<file path="config.mk">
export PLATFORM = sky130hd
export DESIGN_NAME = midi_event_mapper_with_learning_unit
export DESIGN_NICKNAME = d
export VERILOG_FILES = /design/src/hdl/mevm_pkg.sv /design/src/hdl/mevm_cell.sv /design/src/hdl/midi_event_mapper_with_learning_unit.sv
export VERILOG_INCLUDE_DIRS = /design/src /design/src/hdl
export SDC_FILE = /design/constraint.sdc
export NUM_CORES = 1
export LEC_CHECK = 0
export BUFFER_PORTS_ARGS = -buffer_cell sky130_fd_sc_hd__buf_4
export CELL_PAD_IN_SITES_DETAIL_PLACEMENT = 1
export CELL_PAD_IN_SITES_GLOBAL_PLACEMENT = 1
export CORE_MARGIN = 2
export CORE_UTILIZATION = 48
export CTS_CLUSTER_SIZE = 14
export DETAILED_ROUTE_END_ITERATION = 7
export GPL_TIMING_DRIVEN = 0
export HOLD_SLACK_MARGIN = 0.08
export PLACE_DENSITY_LB_ADDON = 0.1
export SYNTH_ARGS = -nofsm -noshare
export SYNTH_HDL_FRONTEND = slang
export SYNTH_SLANG_ARGS = --single-unit
</file>
<file path="constraint.sdc">
create_clock -name clk -period 9.7 [get_ports clk]
set_clock_uncertainty 0.2 [all_clocks]
set_input_delay 0.485 -clock clk [delete_from_list [all_inputs] [get_ports clk]]
set_output_delay 0.485 -clock clk [all_outputs]
set_load 0.03 [all_outputs]
</file>
<file path="src/hdl/assert_macros.svh">
// assertion macros shared by the rtl that carries checks
// expects a clock named clk and a synchronous active-high reset named rst in scope
`ifndef ASSERT_MACROS_SVH
`define ASSERT_MACROS_SVH

// antecedent implies consequent in the same cycle
`define AST_IMPL(lbl, ante, cons, msg) \
  lbl: assert property (@(posedge clk) disable iff (rst) (ante) |-> (cons)) \
    else $error(msg);

// expression holds at every clock edge out of reset
`define AST_ALWAYS(lbl, expr, msg) \
  lbl: assert property (@(posedge clk) disable iff (rst) (expr)) \
    else $error(msg);

`endif

</file>
<file path="src/hdl/mevm_pkg.sv">
// shared constants, types and helpers of the midi event mapper
// no dependencies; imported by mevm_cell and the top level
`default_nettype none

package mevm_pkg;

  // table geometry
  localparam int ENTRIES = 32;
  localparam int IDX_W   = (ENTRIES > 1) ? $clog2(ENTRIES) : 1;
  localparam int WORD_W  = 15;

  // item function codes
  localparam logic [1:0] FUNC_EVENT  = 2'd0;
  localparam logic [1:0] FUNC_BEGIN  = 2'd1;
  localparam logic [1:0] FUNC_REG    = 2'd2;
  localparam logic [1:0] FUNC_REMOVE = 2'd3;

  // what a cell flags as a hit during evaluation
  localparam logic [1:0] SEL_MATCH = 2'd0;  // valid and full word equal
  localparam logic [1:0] SEL_VALID = 2'd1;  // any valid entry
  localparam logic [1:0] SEL_AFTER = 2'd2;  // valid entry above the pointer
  localparam logic [1:0] SEL_ADDR  = 2'd3;  // valid entry at the addressed index

  // evaluation command broadcast to every cell
  typedef struct packed {
    logic              eval;
    logic [1:0]        hsel;
    logic [WORD_W-1:0] key;
    logic [IDX_W-1:0]  ptr;
    logic [IDX_W-1:0]  addr;
    logic              addr_ok;
  } cell_cmd_t;

  // table write broadcast to every cell
  typedef struct packed {
    logic              en;
    logic [IDX_W-1:0]  addr;
    logic              valid_val;
    logic              word_we;
    logic [WORD_W-1:0] word;
  } cell_wr_t;

  // type in 14..11, channel in 10..7, note in 6..0
  function automatic logic [WORD_W-1:0] pack_word(input logic [3:0] mtype,
                                                  input logic [3:0] chan,
                                                  input logic [6:0] nt);
    return {mtype, chan, nt};
  endfunction

endpackage

`default_nettype wire

</file>
<file path="src/hdl/mevm_cell.sv">
// one table entry of the mapper: valid bit, packed word and registered hit flags
// depends on mevm_pkg; a row of these forms a first-hit priority chain
`default_nettype none

module mevm_cell (
  input  wire logic                     clk,
  input  wire logic                     rst,
  input  wire logic [mevm_pkg::IDX_W-1:0] my_idx,
  input  wire mevm_pkg::cell_cmd_t      cmd,
  input  wire mevm_pkg::cell_wr_t       wr,
  input  wire logic                     prefix_in,   // a lower cell already hit
  output logic                          prefix_out,
  output logic                          first,       // lowest hit in the row
  output logic                          tok,         // pointed entry type matches
  output logic                          valid
);
  import mevm_pkg::*;

  logic [WORD_W-1:0] word;
  logic              hit;
  logic              hit_next;
  logic              tok_next;

  // hit condition for the current command
  always_comb begin
    case (cmd.hsel)
      SEL_MATCH: hit_next = valid && (word == cmd.key);
      SEL_VALID: hit_next = valid;
      SEL_AFTER: hit_next = valid && (my_idx > cmd.ptr);
      default:   hit_next = valid && cmd.addr_ok && (my_idx == cmd.addr);
    endcase
    tok_next = (my_idx == cmd.ptr) && (word[14:11] == cmd.key[14:11]);
  end

  // flags captured on the evaluation beat
  always_ff @(posedge clk) begin
    if (rst) begin
      hit <= 1'b0;
      tok <= 1'b0;
    end else if (cmd.eval) begin
      hit <= hit_next;
      tok <= tok_next;
    end
  end

  // entry storage
  always_ff @(posedge clk) begin
    if (rst) begin
      valid <= 1'b0;
    end else if (wr.en && (wr.addr == my_idx)) begin
      valid <= wr.valid_val;
    end
  end

  always_ff @(posedge clk) begin
    if (wr.en && wr.word_we && (wr.addr == my_idx)) begin
      word <= wr.word;
    end
  end

  // priority chain toward higher indexes
  assign first      = hit && !prefix_in;
  assign prefix_out = hit || prefix_in;

endmodule

`default_nettype wire

</file>
<file path="src/hdl/midi_event_mapper_with_learning_unit.sv">
// top level of the midi event mapper with learning mode
// depends on mevm_pkg, mevm_cell and assert_macros.svh
`default_nettype none
//
// Usage:
//   Items enter on the slave stream: s_tuser carries the function code
//   (event, begin learning, register, remove), s_tdata the entry index,
//   message type, channel and note. Each item yields exactly one result beat
//   on the master stream with dispatch, learn, learning flag and error fields.
//   Every table entry lives in its own cell of a row; on the accept beat all
//   cells compare the item against their entry in parallel and register a hit,
//   and in the resolve step a first-hit chain through the row picks the lowest
//   hitting entry; once the output register is free or being read, the table
//   is updated and the result is loaded. The block takes no new item until
//   the current one has left its resolve step.
//   A result waiting in the output register does not block the next accept;
//   if the receiver holds m_tready low while a second result is ready, the
//   block waits in its resolve step and takes no further item.
//   Reset clears all valid bits, learning mode and the pointer;
//   entry words are left as they are and are only read through valid bits.
//
`include "assert_macros.svh"

module midi_event_mapper_with_learning_unit (
  input  wire logic        clk,
  input  wire logic        rst,
  input  wire logic        s_tvalid,
  output logic             s_tready,
  input  wire logic [23:0] s_tdata,   // entry_index[4:0], msg_type[8:5], channel[12:9],
                                      // note[19:13], zero fill
  input  wire logic [1:0]  s_tuser,   // func[1:0]
  output logic             m_tvalid,
  input  wire logic        m_tready,
  output logic [15:0]      m_tdata    // dispatched[0], dispatch_index[5:1], learned[6],
                                      // learned_index[11:7], learning_active[12],
                                      // not_found_error[13], zero fill
);
  import mevm_pkg::*;

  localparam logic ST_IDLE    = 1'b0;
  localparam logic ST_RESOLVE = 1'b1;

  logic             state;
  logic             learning_on;
  logic [IDX_W-1:0] learn_pointer;

  // captured item
  logic [1:0]       func;
  logic [4:0]       entry_index;
  logic [3:0]       msg_type;
  logic [3:0]       channel;
  logic [6:0]       note;

  logic             in_beat;
  logic             commit;
  cell_cmd_t        cmd;
  cell_wr_t         wr;

  logic [ENTRIES:0]   prefix;
  logic [ENTRIES-1:0] first_vec;
  logic [ENTRIES-1:0] tok_vec;
  logic [ENTRIES-1:0] valid_vec;
  logic               any_hit;
  logic               tok_any;
  logic [IDX_W-1:0]   first_idx;

  // result of the item in resolve
  logic             learning_on_next;
  logic [IDX_W-1:0] learn_pointer_next;
  logic             res_dispatched;
  logic [4:0]       res_dispatch_index;
  logic             res_learned;
  logic [4:0]       res_learned_index;
  logic             res_not_found;

  assign s_tready = (state == ST_IDLE);
  assign in_beat  = s_tvalid && s_tready;
  assign commit   = (state == ST_RESOLVE) && (!m_tvalid || m_tready);

  // evaluation command built straight from the incoming beat
  always_comb begin
    cmd.eval    = in_beat;
    cmd.key     = pack_word(s_tdata[8:5], s_tdata[12:9], s_tdata[19:13]);
    cmd.ptr     = learn_pointer;
    cmd.addr    = IDX_W'(s_tdata[4:0]);
    cmd.addr_ok = (32'(s_tdata[4:0]) < 32'(ENTRIES));
    case (s_tuser)
      FUNC_EVENT: cmd.hsel = learning_on ? SEL_AFTER : SEL_MATCH;
      FUNC_BEGIN: cmd.hsel = SEL_VALID;
      default:    cmd.hsel = SEL_ADDR;
    endcase
  end

  // row of entry cells
  assign prefix[0] = 1'b0;
  for (genvar i = 0; i < ENTRIES; i++) begin : g_cell
    mevm_cell u_cell (
      .clk        (clk),
      .rst        (rst),
      .my_idx     (IDX_W'(i)),
      .cmd        (cmd),
      .wr         (wr),
      .prefix_in  (prefix[i]),
      .prefix_out (prefix[i+1]),
      .first      (first_vec[i]),
      .tok        (tok_vec[i]),
      .valid      (valid_vec[i])
    );
  end

  assign any_hit = prefix[ENTRIES];
  assign tok_any = |tok_vec;

  // one-hot first hit to index
  always_comb begin
    first_idx = '0;
    for (int i = 0; i < ENTRIES; i++) begin
      if (first_vec[i]) begin
        first_idx = first_idx | IDX_W'(i);
      end
    end
  end

  // resolve the item: table write, mode update and result fields
  always_comb begin
    learning_on_next   = learning_on;
    learn_pointer_next = learn_pointer;
    res_dispatched     = 1'b0;
    res_dispatch_index = '0;
    res_learned        = 1'b0;
    res_learned_index  = '0;
    res_not_found      = 1'b0;
    wr.en              = 1'b0;
    wr.addr            = IDX_W'(entry_index);
    wr.valid_val       = 1'b1;
    wr.word_we         = 1'b0;
    wr.word            = pack_word(msg_type, channel, note);
    unique case (func)
      FUNC_EVENT: begin
        if (learning_on) begin
          if (tok_any) begin
            wr.en             = commit;
            wr.addr           = learn_pointer;
            wr.word_we        = 1'b1;
            res_learned       = 1'b1;
            res_learned_index = 5'(learn_pointer);
            if (any_hit) begin
              learn_pointer_next = first_idx;
            end else begin
              learning_on_next   = 1'b0;
              learn_pointer_next = '0;
            end
          end
        end else begin
          res_dispatched     = any_hit;
          res_dispatch_index = 5'(first_idx);
        end
      end
      FUNC_BEGIN: begin
        if (any_hit) begin
          learning_on_next   = 1'b1;
          learn_pointer_next = first_idx;
        end else begin
          learning_on_next   = 1'b0;
          learn_pointer_next = '0;
        end
      end
      FUNC_REG: begin
        if (!learning_on && (32'(entry_index) < 32'(ENTRIES))) begin
          wr.en      = commit;
          wr.word_we = 1'b1;
        end
      end
      default: begin
        if (!learning_on) begin
          if (any_hit) begin
            wr.en        = commit;
            wr.valid_val = 1'b0;
          end else begin
            res_not_found = 1'b1;
          end
        end
      end
    endcase
  end

  // control: state, learning mode, pointer
  always_ff @(posedge clk) begin
    if (rst) begin
      state         <= ST_IDLE;
      learning_on   <= 1'b0;
      learn_pointer <= '0;
    end else begin
      unique case (state)
        ST_IDLE: begin
          if (in_beat) begin
            state <= ST_RESOLVE;
          end
        end
        default: begin
          if (commit) begin
            state         <= ST_IDLE;
            learning_on   <= learning_on_next;
            learn_pointer <= learn_pointer_next;
          end
        end
      endcase
    end
  end

  // captured item fields
  always_ff @(posedge clk) begin
    if (in_beat) begin
      func        <= s_tuser;
      entry_index <= s_tdata[4:0];
      msg_type    <= s_tdata[8:5];
      channel     <= s_tdata[12:9];
      note        <= s_tdata[19:13];
    end
  end

  // output register
  always_ff @(posedge clk) begin
    if (rst) begin
      m_tvalid <= 1'b0;
    end else if (commit) begin
      m_tvalid <= 1'b1;
    end else if (m_tready) begin
      m_tvalid <= 1'b0;
    end
  end

  always_ff @(posedge clk) begin
    if (commit) begin
      m_tdata <= {2'b00, res_not_found, learning_on_next, res_learned_index,
                  res_learned, res_dispatch_index, res_dispatched};
    end
  end

  // checks
  `AST_ALWAYS(a_first_onehot, $onehot0(first_vec), "more than one first hit in the row")
  `AST_IMPL(a_ptr_valid, learning_on, valid_vec[learn_pointer],
            "learn pointer rests on an invalid entry")
  `AST_IMPL(a_out_from_resolve, $rose(m_tvalid), $past(state) == ST_RESOLVE,
            "result beat raised outside resolve")
  `AST_IMPL(a_no_accept_busy, state == ST_RESOLVE, !s_tready,
            "input accepted while an item is resolving")

endmodule

`default_nettype wire
</file>
==> results.md <==
- Clock Latency Late Sink: 0.62 ns
- Mapped Area: 26950 um2
- Global-route wire length before repair: 130.6 mm
- Remaining global-route overflow: 0
- Die Height: approximately 240 um
- Final ANT Viol Nets: 0
- I/O pins: 48
- Worst R2R End: g_cell[17].u_cell.word[7]
- Wire length per cell: 30.92 um
- Setup crit end kind: register
- Crit path time final: 4.753 ns
- Crit path depth: 10
- Commonest non-fill, non-tap cell in the layout: edfxtp_1
- Hold Startpoint: rst
- Slew Viols, Final: 0
- Peak VDD IR: between 0.0002 and 0.00025 V
- Worst Path Required: between 10 and 15 ns
- Clk slew on worst S/H paths: 0.06 ns
- Core area: 55310 um2
- Share of cells above drive strength 1: about a tenth
- Cts bufs inserted: 68
- Final setup TNS: 0 ns
- Clock Tree Buf Depth: 3
- Netlist cell types: 62
- Final #Nets: 2195
- Max cap viols: 0
- Post-synth EDFFs: 516
- 1st-iter DRT viols: 1636
- Worst r2r path cells: 7
- Ys flop type: edfxtp_1
- Leak: 10.22 nW
- Clock root buffer master: clkbuf_16
- Largest net degree at the start of global routing: 33
- CP startpoint kind: input port
- Most frequent cells in the layout: 516 x edfxtp_1, 335 x xor2_1, 145 x xnor2_1
- Final WL: 91.69 mm
- Worst Path Arrival: 5.08 ns
- Fraction of registers with async set/reset: 0%
- Seq/Total Area, Yosys: 65.21%
- CTS tree: yes
- Die Area: 58070 um2
- Antenna cells: 0
- Family with the most delay on the worst path: simple AND/OR/NAND/NOR gates
- Total power divided by cell area: 191.5 nW/um2
- P&R area growth vs syn: 15.98%
- FILL cells: between 5000 and 6000
- Cell row count: between 80 and 90
- Final period util: just under 50%
- Fmax: 210.4 MHz
- Post-DP HPWL: 64.23 mm
- Final Hold Fails: 0
- GRT Total Usage: 32.15%
- CTS resizes: 0
- CP Buf/Inv Count: 4
- Most used cell, CP: a21oi_1
- Slowest stage delay, CP: roughly 1.1 ns
- CP Cell Sequence: dlygate4sd3_1 -> buf_4 -> clkbuf_1 -> buf_1 -> xor2_1 -> nor4_1 -> nand4_1 -> a21oi_1 -> o211ai_1 -> a21oi_1
- Crit path to: g_cell[13].u_cell.hit
- GPL Wtd Cong: 0.9436
- Hold slack: 0.2426 ns
- Initial Util: 48.74%
- DRT Pass-1 Iters: 7
- HP Class: input port to register
- RSZ-0062 raised after global routing: no
- Initial antenna violation count: 2
- CP startpoint: s_tdata[8]
- Status: finished clean
- Slowest-stage cell, CP: nor4_1
- Avg Cell Area, Syn: 13.44 um2
- Max Fanout on Critical Path: 10
- H-tree Lvls: 3
- Headroom to the max-slew limit: 3.008%
- Remaining DRCs: 0
- Design Power: 5.987 mW
- Count of input and output buffers: 40
- Worst-Margin Slew: 1.442 ns
- RR Startpoint: g_cell[25].u_cell.tok
- Via/cell ratio: 5.986
- Die width: 241.0 um
- Routed vias: 17749
- YS warnings: 0
- Cells after Synth: 2005
- #FFs+latches synth: 620
- CTS Sinks: just over 600
- Vias in the first global route: 18216
- Worst setup path category: input port to register
- Post-CTS Setup Inserts: 0
- Final setup violation count: 0
- R2R Setup Slk: 5.31 ns
-- metrics by stage --
step	cells	worst slack, ns	area [um2]	utilization (%)
after floorplan	2006	6.339	26960	-
after global placement	2794	4.660	28190	50.98
after detailed placement	2817	4.601	28690	51.87
after CTS	2963	4.687	31210	56.43
after global routing	2965	4.978	31260	56.52
final	2965	4.947	31260	56.52
-- kinds of logic (layout without fill, tap and decap cells) --
kind of cell,after synthesis,in the layout,share of synthesized area [%]
other,1,2,0.01391
buffers and inverters,136,347,2.117
AND/OR/NAND/NOR,484,484,9.284
multiplexers,42,42,1.592
flip-flops,620,620,65.21
AO/OA/AOI/OAI,242,242,6.188
XOR/XNOR,480,480,15.60
-- Yosys cell counts (all sizes together) (2+ instances only) --
cell type	instances	share of area, %
a31oi	13	0.30
nor2	135	1.9
a211oi	3	0.084
o41ai	12	0.39
o22ai	4	0.093
edfxtp	516	57
inv	16	0.22
o21ai	41	0.76
o211ai	20	0.56
buf	55	0.99
a32o	16	0.59
dfxtp	104	7.7
and3	2	0.046
mux2	7	0.29
a32oi	11	0.36
nand4b	2	0.065
mux2i	35	1.3
xor2	335	11
xnor2	145	4.7
nor3	42	0.78
a21oi	52	0.97
a22oi	5	0.14
o311ai	12	0.42
nand2b	11	0.26
nor2b	8	0.19
clkbuf	64	0.89
and2	3	0.070
nand4	71	1.7
o21bai	5	0.14
nor4	93	2.4
or2	6	0.14
nand2	75	1.0
o21a	3	0.084
nand3	29	0.54
a41oi	2	0.065
o31ai	36	1.0
-- area by class of cell --
type	instances	area [um2]	area share, %
Multi-Input combinational cell	1250	8889	28.43
Buffer	119	508.0	1.625
Clock buffer	83	1810	5.791
Tap cell	748	935.9	2.994
Sequential cell	620	17580	56.23
Clock inverter	39	473.0	1.513
Inverter	17	63.81	0.2041
Timing Repair Buffer	89	1005	3.214
-- timing repair --
action,4_1_cts,5_1_grt
endpoints found under the setup margin,0,0
hold buffers,24,0
endpoints found under the hold margin,24,0
-- where the power goes --
part	leakage, nW	internal, mW	switching, mW
clock network	1.11	1.58	1.10
registers	5.49	2.90	0.0334
logic	3.62	0.114	0.261
total	10.2	4.59	1.39
-- flip-flops by register name (all words and copies together) (netlist names), 4 cells and up --
signal               count
channel                  4
entry_index              5
g_cell.u_cell.hit       32
g_cell.u_cell.tok       32
g_cell.u_cell.valid     32
g_cell.u_cell.word     480
learn_pointer            5
m_tdata                 14
msg_type                 4
note                     7
-- worst min-delay path by stage --
| stage | to | slack [ns] | depth (start not counted) |
|---|---|---|---|
| 2_1_floorplan | g_cell[1].u_cell.tok | 0.23 | 2 |
| 3_3_place_gp | g_cell[0].u_cell.valid | 0.24 | 2 |
| 3_5_place_dp | g_cell[9].u_cell.tok | 0.25 | 2 |
| 4_1_cts | state | 0.23 | 2 |
| 5_1_grt | state | 0.26 | 2 |
| 6_report | state | 0.24 | 2 |
-- routing by layer --
metal	track usage [%]	wire [um]	vias up
met5	0	0	-
met4	16.40	5193	0
li1	-	-	7722
met1	41.72	36940	9139
met2	52.49	43970	678
met3	5.090	5583	210
Note: power is estimated with default switching activity, not from simulation.
